$ cat config.mk
export PLATFORM = sky130hd
export DESIGN_NAME = turn_signal_flasher_controller_core
export DESIGN_NICKNAME = d
export VERILOG_FILES = /design/src/hdl/tsfc_pkg.sv /design/src/hdl/turn_signal_flasher_controller_core.sv
export SDC_FILE = /design/constraint.sdc
export NUM_CORES = 1
export LEC_CHECK = 0
export ABC_AREA = 1
export BUFFER_PORTS_ARGS = -buffer_cell sky130_fd_sc_hd__buf_2
export CORE_AREA = 2 2 188 190
export CTS_CLUSTER_DIAMETER = 200
export CTS_CLUSTER_SIZE = 14
export DETAILED_ROUTE_END_ITERATION = 8
export DIE_AREA = 0 0 190 192
export PLACE_DENSITY = 0.66
export SLEW_MARGIN = 20
export SYNTH_ARGS = -nofsm -noshare
export SYNTH_HDL_FRONTEND = slang
export SYNTH_SLANG_ARGS = --single-unit
$ cat constraint.sdc
create_clock -name clk_i -period 11 [get_ports clk_i]
set_clock_uncertainty 0.15 [all_clocks]
set_input_delay 1.65 -clock clk_i [delete_from_list [all_inputs] [get_ports clk_i]]
set_output_delay 1.65 -clock clk_i [all_outputs]
set_load 0.05 [all_outputs]
$ cat src/hdl/tsfc_pkg.sv
// package for the turn-signal flasher controller
// holds transfer payload types, side and register codes, brightness scaling
// no dependencies
package tsfc_pkg;

  typedef enum logic [1:0] {
    SIDE_NONE  = 2'd0,
    SIDE_LEFT  = 2'd1,
    SIDE_RIGHT = 2'd2
  } side_e;

  typedef enum logic [1:0] {
    CFG_BLINK_PERIOD = 2'd0,
    CFG_DEBOUNCE     = 2'd1,
    CFG_BRIGHTNESS   = 2'd2
  } cfg_reg_e;

  localparam int unsigned CfgAddrW = 2;
  localparam int unsigned CfgDataW = 16;

  localparam logic [15:0] BlinkPeriodRst = 16'd500;
  localparam logic [15:0] DebounceRst    = 16'd120;
  localparam logic [6:0]  BrightnessRst  = 7'd20;
  localparam logic [6:0]  PercentMax     = 7'd100;
  localparam logic [7:0]  LevelMax       = 8'd255;

  // reciprocal of 100 scaled by 2^19, exact for products below 2^15
  localparam logic [12:0] Recip100       = 13'd5243;

  localparam logic [7:0] CharUpperL = 8'h4C;
  localparam logic [7:0] CharLowerL = 8'h6C;
  localparam logic [7:0] CharUpperR = 8'h52;
  localparam logic [7:0] CharLowerR = 8'h72;
  localparam logic [7:0] CharZero   = 8'h30;

  typedef struct packed {
    logic        cmd;
    logic [31:0] now_ms;
    logic        left_paddle;
    logic        right_paddle;
    logic [7:0]  host_char;
  } in_item_t;

  typedef struct packed {
    logic [7:0] left_level;
    logic [7:0] right_level;
    logic       left_lit;
    logic       right_lit;
    logic       announce;
  } out_item_t;

  // 255 * pct / 100, saturating at 255
  function automatic logic [7:0] brightness_level(input logic [6:0] pct);
    logic [14:0] scaled;
    logic [27:0] prod;
    begin
      scaled = {pct, 8'd0} - {8'd0, pct};
      prod   = 28'(scaled) * 28'(Recip100);
      if (pct > PercentMax) begin
        brightness_level = LevelMax;
      end else begin
        brightness_level = prod[26:19];
      end
    end
  endfunction

endpackage

$ cat src/hdl/turn_signal_flasher_controller_core.sv
// turn-signal flasher controller, top level
// input register, single-pass update logic and result register
// depends on tsfc_pkg
//
// usage:
//   items arrive on the in channel (valid/ready); a poll (cmd = 0) carries a
//   timestamp and paddle samples, a host command (cmd = 1) carries a byte
//   selecting left, right or off. only polls produce a result on the out
//   channel (valid/ready): both lamp levels, lit flags and an announce flag.
//   an item is held in the input register until it advances; its state update
//   and result are written at the edge at which it advances, so a poll's result
//   is offered from the result register, which follows the input register.
//   one item per cycle is sustained while the receiver takes results; the update
//   logic is a single pass of one subtract and compare per timer.
//   when the receiver stalls, a held result blocks only a following poll;
//   commands still pass through. reset clears all mode and timer state and
//   loads the default blink period, debounce window and brightness.
//   configuration writes take effect at the next edge and need no handshake.
module turn_signal_flasher_controller_core
  import tsfc_pkg::*;
#(
  parameter int unsigned TIME_BITS = 32
) (
  input  logic                clk_i,
  input  logic                rst_ni,
  input  logic                cfg_we_i,
  input  logic [CfgAddrW-1:0] cfg_addr_i,
  input  logic [CfgDataW-1:0] cfg_wdata_i,
  input  logic                in_valid_i,
  output logic                in_ready_o,
  input  in_item_t            in_data_i,
  output logic                out_valid_o,
  input  logic                out_ready_i,
  output out_item_t           out_data_o
);

  typedef logic [TIME_BITS-1:0] time_t;

  logic [15:0] blink_period_q;
  logic [15:0] debounce_q;
  logic [6:0]  brightness_q;

  logic      s1_valid_q;
  in_item_t  s1_data_q;
  logic      s1_adv;
  logic      s1_poll_adv;

  side_e     side_q, side_d;
  logic      left_on_q, left_on_d;
  logic      right_on_q, right_on_d;
  logic [1:0] was_q, was_d;
  time_t     last_toggle_q, last_toggle_d;
  time_t     last_press_q, last_press_d;
  logic      ann_left_q, ann_right_q, ever_q;
  logic      announce;

  logic      out_valid_q;
  out_item_t out_data_q;
  logic [7:0] level;

  // configuration
  always_ff @(posedge clk_i or negedge rst_ni) begin
    if (!rst_ni) begin
      blink_period_q <= BlinkPeriodRst;
      debounce_q     <= DebounceRst;
      brightness_q   <= BrightnessRst;
    end else if (cfg_we_i) begin
      unique case (cfg_reg_e'(cfg_addr_i))
        CFG_BLINK_PERIOD: blink_period_q <= cfg_wdata_i;
        CFG_DEBOUNCE:     debounce_q     <= cfg_wdata_i;
        CFG_BRIGHTNESS:   brightness_q   <= cfg_wdata_i[6:0];
        default: ;
      endcase
    end
  end

  // flow control
  assign s1_adv      = s1_valid_q && (s1_data_q.cmd || !out_valid_q || out_ready_i);
  assign s1_poll_adv = s1_adv && !s1_data_q.cmd;
  assign in_ready_o  = !s1_valid_q || s1_adv;

  always_ff @(posedge clk_i or negedge rst_ni) begin
    if (!rst_ni) begin
      s1_valid_q <= 1'b0;
    end else if (in_ready_o) begin
      s1_valid_q <= in_valid_i;
    end
  end

  always_ff @(posedge clk_i) begin
    if (in_ready_o && in_valid_i) begin
      s1_data_q <= in_data_i;
    end
  end

  // single-pass update
  always_comb begin
    time_t  now;
    time_t  el_press;
    time_t  el_toggle;
    side_e  want;
    logic   press_l;
    logic   press_r;
    logic   sel;

    now       = TIME_BITS'(s1_data_q.now_ms);
    side_d        = side_q;
    left_on_d     = left_on_q;
    right_on_d    = right_on_q;
    was_d         = was_q;
    last_toggle_d = last_toggle_q;
    last_press_d  = last_press_q;
    want      = side_q;
    sel       = 1'b0;
    press_l   = 1'b0;
    press_r   = 1'b0;
    el_press  = now - last_press_q;
    el_toggle = '0;

    if (s1_data_q.cmd) begin
      case (s1_data_q.host_char)
        CharUpperL, CharLowerL: begin
          want = SIDE_LEFT;
          sel  = 1'b1;
        end
        CharUpperR, CharLowerR: begin
          want = SIDE_RIGHT;
          sel  = 1'b1;
        end
        CharZero: begin
          want = SIDE_NONE;
          sel  = 1'b1;
        end
        default: ;
      endcase
      if (sel && want != side_q) begin
        side_d        = want;
        left_on_d     = (want == SIDE_LEFT);
        right_on_d    = (want == SIDE_RIGHT);
        last_toggle_d = now;
      end
    end else begin
      press_l = s1_data_q.left_paddle && !was_q[0] &&
                (el_press >= TIME_BITS'(debounce_q));
      if (press_l) begin
        last_press_d = now;
        want = (side_q == SIDE_LEFT) ? SIDE_NONE : SIDE_LEFT;
        if (want != side_d) begin
          side_d        = want;
          left_on_d     = (want == SIDE_LEFT);
          right_on_d    = (want == SIDE_RIGHT);
          last_toggle_d = now;
        end
        el_press = '0;
      end
      press_r = s1_data_q.right_paddle && !was_q[1] &&
                (el_press >= TIME_BITS'(debounce_q));
      if (press_r) begin
        last_press_d = now;
        want = (side_d == SIDE_RIGHT) ? SIDE_NONE : SIDE_RIGHT;
        if (want != side_d) begin
          side_d        = want;
          left_on_d     = (want == SIDE_LEFT);
          right_on_d    = (want == SIDE_RIGHT);
          last_toggle_d = now;
        end
      end
      was_d = {s1_data_q.right_paddle, s1_data_q.left_paddle};

      el_toggle = now - last_toggle_d;
      if (side_d != SIDE_NONE && el_toggle >= TIME_BITS'(blink_period_q)) begin
        last_toggle_d = now;
        if (side_d == SIDE_LEFT) begin
          left_on_d  = !left_on_d;
          right_on_d = 1'b0;
        end else begin
          right_on_d = !right_on_d;
          left_on_d  = 1'b0;
        end
      end
    end
  end

  assign announce = !ever_q || (ann_left_q != left_on_d) || (ann_right_q != right_on_d);
  assign level    = brightness_level(brightness_q);

  always_ff @(posedge clk_i or negedge rst_ni) begin
    if (!rst_ni) begin
      side_q        <= SIDE_NONE;
      left_on_q     <= 1'b0;
      right_on_q    <= 1'b0;
      was_q         <= '0;
      last_toggle_q <= '0;
      last_press_q  <= '0;
      ann_left_q    <= 1'b0;
      ann_right_q   <= 1'b0;
      ever_q        <= 1'b0;
    end else if (s1_adv) begin
      side_q        <= side_d;
      left_on_q     <= left_on_d;
      right_on_q    <= right_on_d;
      was_q         <= was_d;
      last_toggle_q <= last_toggle_d;
      last_press_q  <= last_press_d;
      if (s1_poll_adv && announce) begin
        ann_left_q  <= left_on_d;
        ann_right_q <= right_on_d;
        ever_q      <= 1'b1;
      end
    end
  end

  // result register
  always_ff @(posedge clk_i or negedge rst_ni) begin
    if (!rst_ni) begin
      out_valid_q <= 1'b0;
    end else if (s1_poll_adv) begin
      out_valid_q <= 1'b1;
    end else if (out_ready_i) begin
      out_valid_q <= 1'b0;
    end
  end

  always_ff @(posedge clk_i) begin
    if (s1_poll_adv) begin
      out_data_q.left_level  <= left_on_d ? level : 8'd0;
      out_data_q.right_level <= right_on_d ? level : 8'd0;
      out_data_q.left_lit    <= left_on_d;
      out_data_q.right_lit   <= right_on_d;
      out_data_q.announce    <= announce;
    end
  end

  assign out_valid_o = out_valid_q;
  assign out_data_o  = out_data_q;

`ifndef NO_ASSERTIONS
  a_one_lamp: assert property (@(posedge clk_i) disable iff (!rst_ni)
    out_valid_o |-> !(out_data_o.left_lit && out_data_o.right_lit))
    else $error("both lamps lit");

  a_dark_level: assert property (@(posedge clk_i) disable iff (!rst_ni)
    (out_valid_o && !out_data_o.left_lit && !out_data_o.right_lit) |->
      (out_data_o.left_level == 8'd0 && out_data_o.right_level == 8'd0))
    else $error("unlit lamp driven");

  a_off_dark: assert property (@(posedge clk_i) disable iff (!rst_ni)
    (side_q == SIDE_NONE) |-> (!left_on_q && !right_on_q))
    else $error("lamp lit with no side active");

  a_first_announce: assert property (@(posedge clk_i) disable iff (!rst_ni)
    (s1_poll_adv && !ever_q) |=> (out_valid_o && out_data_o.announce))
    else $error("first poll not announced");
`endif

endmodule
==> results of run 1 <==
## power by group
group / internal [W] / total [W] / switching [W]
sequential: 0.000882 / 0.000973 / 0.0000908
combinational: 0.00193 / 0.00497 / 0.00303
clock: 0.000311 / 0.000629 / 0.000318
total: 0.00313 / 0.00657 / 0.00344
## worst reg2reg max path, delay by kind of cell, from the launching register on
family                     cells  cell delay [ns]
and+or+nand+nor               34             4.53
AOI/OAI and AO/OA             13             2.02
adders and majority gates      6             1.95
DFF                            1             0.51
xor gates and xnor gates       2             0.50
buffers and inverters          1             0.31
## registers in the layout (all words and copies together) (netlist names)
| register | flops |
|---|---|
| ann_left_q | 1 |
| ann_right_q | 1 |
| blink_period_q | 16 |
| brightness_q | 7 |
| debounce_q | 16 |
| ever_q | 1 |
| last_press_q | 32 |
| last_toggle_q | 32 |
| left_on_q | 1 |
| out_data_o | 19 |
| out_valid_o | 1 |
| right_on_q | 1 |
| s1_data_q | 43 |
| s1_valid_q | 1 |
| side_q | 2 |
| was_q | 2 |
## final timing paths
path	start	to	slack [ns]	cells past startpoint
worst max-delay path	s1_data_q[17]	out_data_o[0]	0.82	56
worst min-delay path	ever_q	ever_q	0.33	1
worst max register to register	s1_data_q[17]	out_data_o[0]	0.82	56
worst min register to register	ever_q	ever_q	0.33	1
max in group asynchronous	rst_ni	debounce_q[8]	8.28	2
min in group asynchronous	rst_ni	last_press_q[28]	1.08	1
## per-stage QoR
step / utilization / total power (W) / setup WS (ns) / cell area, um2
3_5_place_dp: 0.5203 / 0.005981 / 0.7074 / 17840
6_report: 0.5401 / 0.006570 / 0.8242 / 18520
5_1_grt: 0.5401 / 0.007525 / -0.004582 / 18520
4_1_cts: 0.5378 / 0.006649 / 0.6699 / 18440
2_1_floorplan: - / 0.004779 / 2.226 / 16950
3_3_place_gp: 0.5203 / 0.005823 / 0.8118 / 17840
## kinds of logic (layout without fill, tap and decap cells)
family,after synthesis,in the layout,synth area share
simple gates,954,954,0.2428
buf+inv,543,633,0.1220
compound gates,325,325,0.1021
fa+ha+maj,274,274,0.2328
flops,176,176,0.2790
xor+xnor,39,39,0.02015
mux,2,2,0.001181
## layout make-up
| class | instances | area [um2] |
|---|---|---|
| multi-input cells | 1594 | 10190 |
| clock buffers | 17 | 425.4 |
| repair buffers | 101 | 549.3 |
| flip-flops and latches | 176 | 4730 |
| well taps | 455 | 569.3 |
| inverters | 500 | 1881 |
| fillers | 3352 | 15770 |
| clock inverters | 15 | 177.7 |
## synth_stat cells, types with 9 or more instances
cell	count	area [um2]
nor2_1	163	611.8
o22ai_1	9	56.30
fa_1	69	1381
nor3_1	21	105.1
o21ai_1	21	105.1
nand3_1	131	655.6
dfstp_2	12	315.3
clkbuf_1	32	120.1
edfxtp_1	62	1862
xor2_1	35	306.5
buf_2	9	45.04
inv_2	16	60.06
o21ai_0	156	780.8
dfrtp_1	102	2552
nand2_1	560	2102
a21oi_1	108	540.5
nand4_1	26	162.7
inv_1	482	1809
ha_1	205	2565
## what timing repair did
item                       in CTS  in global routing
resized for setup               0                  6
setup endpoints to repair       0                 50
setup buffers                   0                  8
## routing by layer
metal  wire, um  vias up
li1           -     7490
met1      21440     6946
met2      21640      360
met3       1926       43
met4        880        0
met5          0        -
==> reports/results.txt, run 1 <==
For the global-route usage over all layers, the log shows 0.2582. The maximum number of pins on one net before global-route repair was 69. TritonCTS built the clock tree.

The number of global-route vias before repair came out at 14010. The met2 routing resource usage after global routing came out at 0.4388. The global-route wire length before repair came out at 73.88 mm. Commonest non-fill, non-tap cell in the layout: nand2_1. The proportion of synthesized flip-flops having asynchronous set or reset is 0.6477, and the total congestion overflow after global routing is 0. CTS built an H-tree with a depth of 4. The largest fanout on the critical path was 16. The starting density of the core was 0.4944. By instance count, the cell type seen most on the critical path is nand2_1.

The tools report the number of distinct library cell variants in the gate-level netlist after synthesis as 50. On the critical path the largest part of the delay comes from simple AND/OR/NAND/NOR gates. In this run the static leakage power is 9.985 nW. Counting every instance in the synthesized netlist gives 2313. After detailed placement, the design holds a cell count of 2818. The final hold violation count is 0, and the initial antenna violation count is 0. Compared with the post-synthesis result, the final layout area differs by 9.249%. The run gives 0 as the post-detailed-route DRC marker count. The global-route track usage on met3 is 0.02942, and the routed wire length per instance is 16.06 um. Layer with the highest usage after global routing: met2. The tightest hold path in the finished design has a slack of 0.3332 ns. The fraction of layout instances using a drive strength above 1 is 0.08822. The sum of buffers and inverters on the critical path was 1. The worst setup path is captured at a flop. STA puts the critical path data arrival time at 10.23 ns. VDD sags by at most 0.4400 mV. The run gives 0.46 ns as the insertion delay of the later-clocked pin in the worst-skew pair. The half-perimeter wire length of the detailed placement result is 37.71 mm, and the worst-case clock buffer depth is 2.

For the met1 usage, the log shows 0.3543. The largest single stage delay on the critical path is 0.51 ns. The root buffer selected by CTS was clkbuf_16. The flip-flop and latch count after synthesis was 176. The path class of the tightest hold or removal check is flop to flop. A synthesized cell averages 7.329 um2. The count of nets left with antenna violations once routing finished came out at 0.

The placeable core area is 34290 um2. The main flop type after synthesis is dfrtp_1. Number of max-slew violations in the final report: 0. The required time at the endpoint of the critical path came out at 11.06 ns. The count of inserted antenna diode cells was 0; the count of warnings emitted by yosys was 0.

The power per cell area is 354.8 nW/um2, and the area enclosed by the die boundary is 36480 um2. The finished layout holds 2858 standard cells, fillers aside. The synthesized design contains 62 enable-type register cells.

Synthesis produced a netlist with a net count of 2653. Clock-pin slew was measured on the worst setup and hold paths at 0.08 ns. The smallest clock period supported by the final layout is computed as 10.18 ns. Horizontal die dimension: 190 um.

The clock net in this run drives a total of 176 sinks. The cell area after synthesis is 16950 um2. The floorplan has 68 rows. The run finished with clean final reports. The first detailed-routing pass ran for 5 iterations. The tool flagged a number of max-cap violations equal to 0. The total clock buffers created by CTS was 17; the routed wire length was 45.89 mm. Pin placement for this block handled 87 I/O pins. The worst setup path is of the flop to flop kind.

The post-route setup TNS was 0 ns. The worst setup path is launched from a flop. The run gives 0 as the quantity of hold-fixing buffers added after cts.

The period utilization is 0.9251. The tools report the sequential fraction of the synthesis area as 0.2790. Setup violations remaining at the end of the flow were counted as 0. The mean number of vias per cell works out to 5.192.

In this run the tool buffered the top-level ports with 86 buffer cells. From bottom edge to top edge, the die measures 192 um. The routed layout has 14840 vias. Derived from the worst setup path, the maximum achievable clock frequency is 98.27 MHz. In the layout the commonest cells are nand2_1 (556), inv_1 (481), ha_1 (205). The congestion estimate from routability-driven global placement came to 0.9593. Transition time at the pin with the least slew margin: 1.002 ns. For this run, the post-layout net count is 2730.

Among all stages on the critical path, the largest delay is contributed by edfxtp_1. The relative slew slack was 0.3249; the number of DRC markers after the initial detailed-route iteration was 882.
Note: power is estimated with default switching activity, not from simulation.
==> run 2: changes to the inputs <==
Settings changed: BUFFER_PORTS_ARGS -buffer_cell sky130_fd_sc_hd__buf_2 to -buffer_cell sky130_fd_sc_hd__clkbuf_2.
==> reports/results.txt, run 2 (synthesis results as in run 1) <==
The flow ran to the end, and the final reports show no timing, DRC or antenna violations. Startpoint of the worst-slack reg-to-reg timing path: s1_data_q[10]. The run gives 0 (unchanged) as the count of inserted antenna diode cells.

Leaving out fill and tap cells, the most frequent cells in the layout are nand2_1 (556), inv_1 (481), ha_1 (205). The tools report the placed instance area as 17840 um2 (unchanged). Horizontal die dimension: 190 um (unchanged). The layout net count is 2733 (+0.11%). TritonCTS built the clock tree.

Among cell families on the critical path, the largest total delay comes from simple AND/OR/NAND/NOR gates. The power per cell area is 353.5 nW/um2 (-0.35%), and the final hold violation count is 0 (unchanged). The layout overhead on the synthesized area came out at 9.308% (about the same). The relative contribution of sequential cells to total power was 0.149 (about the same). The tools report the first-pass iteration count of the detailed router as 5 (unchanged). The routed wire length per instance was 15.91 um (-0.94%).

The routed wire length was 45.51 mm (-0.83%); the number of flip-flops in the largest register was 43 (unchanged). The portion of total power attributed to the clock network was 0.093 (-0.003). Counting stages on the worst path, the most repeated cell is nand2_1. The number of clock sinks came out at 176 (unchanged).

Final standard cell area without fillers: 18530 um2 (about the same). The run gives 0 (unchanged) as the post-detailed-route DRC marker count. For the initial antenna violation count, the log shows 0 (unchanged). The worst-case vdd ir drop was 0.4807 mV (+9.2%). Number of max-slew violations in the final report: 0 (unchanged). The post-route minimum period was 10.11 ns (-0.06717 ns). The register with the most flip-flops in the final layout is s1_data_q.

The static leakage power came out at 10.02 nW (+0.32%). The global placement routability congestion came out at 0.9387 (-2.1%). The largest registers in the layout are s1_data_q x43, last_press_q x32, last_toggle_q x32.

The half-perimeter wire length of the detailed placement result is 37.27 mm (-1.2%), and the required time at the endpoint of the critical path is 11.16 ns (+0.10 ns). The commonest non-fill, non-tap cell in the layout was nand2_1. The transition time at the pin with the least slew margin works out to 0.9605 ns (-0.04154 ns). The area enclosed by the die boundary was 36480 um2 (unchanged). The tools report the number of global-route vias before repair as 14380 (+2.6%). The logs give 74.38 mm (+0.67%) for the global-route wire length before repair and 0 (unchanged) for the quantity of hold-fixing buffers added after cts. The tools report the starting density of the core as 0.4944 (unchanged). The total clock buffers created by CTS was 17 (unchanged); the total congestion overflow after global routing was 0 (unchanged). The clock slew seen by the registers of the worst setup and hold paths was 0.07 ns (about the same); the period utilization was 0.9190 (-0.006106). Switching power as a share of total power: 0.5218 (-0.002307).

The fraction of layout instances using a drive strength above 1 came out at 0.08978 (+0.001553). The run gives 69 (unchanged) as the maximum number of pins on one net before global-route repair. The number of I/O port buffers is 86 (unchanged). The run gives 0 ns (unchanged) as the post-route setup TNS. The maximum clock frequency came out at 98.92 MHz (+0.66%). The launching element type of the critical path is a flop.

The combinational share of power was 0.758 (+0.002). Setup repair after global routing left no endpoint under its margin. The number of top-level pins is 87 (unchanged). The run gives 0.003132 W (+0.19%) as the cell-internal power. The tools report the root buffer selected by CTS as clkbuf_16.

The run gives 0.3529 (+0.02799) as the relative slew slack. The tools report the startpoint of the worst setup timing path as s1_data_q[10]. The max-capacitance violation count is 0 (unchanged).

The run gives 0 (unchanged) as the remaining number of nets flagged by the antenna check after routing. The placeable core area came out at 34290 um2 (unchanged). The critical path data arrival time was 10.27 ns (+0.04 ns); the sum of buffers and inverters on the critical path was 5 (+4).

The logs give 0.2596 (+0.001374) for the global-route usage over all layers and 68 (unchanged) for the number of core rows. The maximum cell stage delay along the critical path was 0.46 ns (-0.05 ns). The startpoint identified for the worst hold timing path is ever_q.

The mean number of vias per cell is 5.174 (-0.34%). The count of fill cells added during filler insertion is 3357 (+0.15%), and the number of DRC markers after the initial detailed-route iteration is 1029 (+17%). The class of the tightest hold or removal check is flop to flop. STA classifies the critical path endpoint as a flop.

The die outline height came out at 192 um (unchanged). The final setup violation count is 0 (unchanged), and the insertion delay of the later-clocked pin in the worst-skew pair is 0.46 ns (about the same). The largest fanout on the critical path is 24 (+8). The logs give 0.5404 (about the same) for the post-layout utilization of the core and 4 (unchanged) for the H-tree depth.

The worst-case clock buffer depth is 2 (unchanged). The count of vias placed by the detailed router is 14800 (-0.24%). The critical path in this run is classified as flop to flop.

For the total net switching power, the log shows 0.003418 W (-0.74%). The cell with the largest stage delay on the worst path is fa_1.
-- run 2: changes by cell type in the layout (fill, tap and decap cells not counted), moves of 2 or more --
| cell | before | now |
|---|---|---|
| clkbuf_2 | 0 | 85 |
| inv_6 | 3 | 6 |
| inv_12 | 3 | 0 |
| clkbuf_8 | 0 | 2 |
| o21ai_0 | 155 | 153 |
| buf_2 | 85 | 0 |
| clkinv_8 | 2 | 0 |
| o21ai_1 | 21 | 23 |
| buf_4 | 15 | 18 |
-- run 2: repair_timing --
item | in CTS | in global routing
buffers inserted | 0 | 11
endpoints found under the setup margin | 0 | 55
resized for setup | 0 | 10
-- run 2: layer usage --
| layer | vias to the layer above | GRT usage | wire, um |
|---|---|---|---|
| met3 | 71 | 0.02887 | 1976 |
| li1 | 7480 | - | - |
| met4 | 0 | 0.08825 | 1434 |
| met2 | 377 | 0.4322 | 20980 |
| met1 | 6876 | 0.3522 | 21120 |
| met5 | - | 0 | 0 |
-- run 2: final cells by class --
type                    instances  area (um2)  share of cell area
inverters                     500        1881              0.1015
clock buffers                  19       452.9             0.02444
well taps                     455       569.3             0.03072
clock inverters                13       116.4            0.006280
multi-input cells            1594       10210              0.5509
flip-flops and latches        176        4730              0.2553
repair buffers                104       571.8             0.03086
-- run 2: stage by stage --
step / power (W) / worst slack, ns / cells / hold WS [ns]
6_report: 0.006550 / 0.8913 / 2861 / 0.3238
5_1_grt: 0.007525 / 0.03970 / 2861 / 0.3394
4_1_cts: 0.006605 / 0.3908 / 2850 / 0.3242
3_5_place_dp: 0.005957 / 0.4310 / 2818 / 0.3063
3_3_place_gp: 0.005797 / 0.8203 / 2818 / 0.3006
2_1_floorplan: 0.004779 / 2.226 / 2313 / 0.2900
-- run 2: worst paths after layout --
path                                      to  slack [ns]  cells after the start
max in group asynchronous     debounce_q[10]        8.27                      2
min in group asynchronous   last_press_q[23]        1.09                      1
min                                   ever_q        0.32                      1
max                        last_toggle_q[21]        0.89                     57
max reg2reg                last_toggle_q[21]        0.89                     57
min reg2reg                           ever_q        0.32                      1
-- run 2: power by group through the flow --
| stage | clock, W | combinational (W) | sequential (W) |
|---|---|---|---|
| final | 0.000611 | 0.00496 | 0.000976 |
| after global routing | 0.000645 | 0.00589 | 0.000993 |
| after CTS | 0.000617 | 0.00501 | 0.000975 |
| after detailed placement | 0 | 0.00497 | 0.000987 |
| after global placement | 0 | 0.00481 | 0.000984 |
| after floorplan | 0 | 0.00373 | 0.00105 |
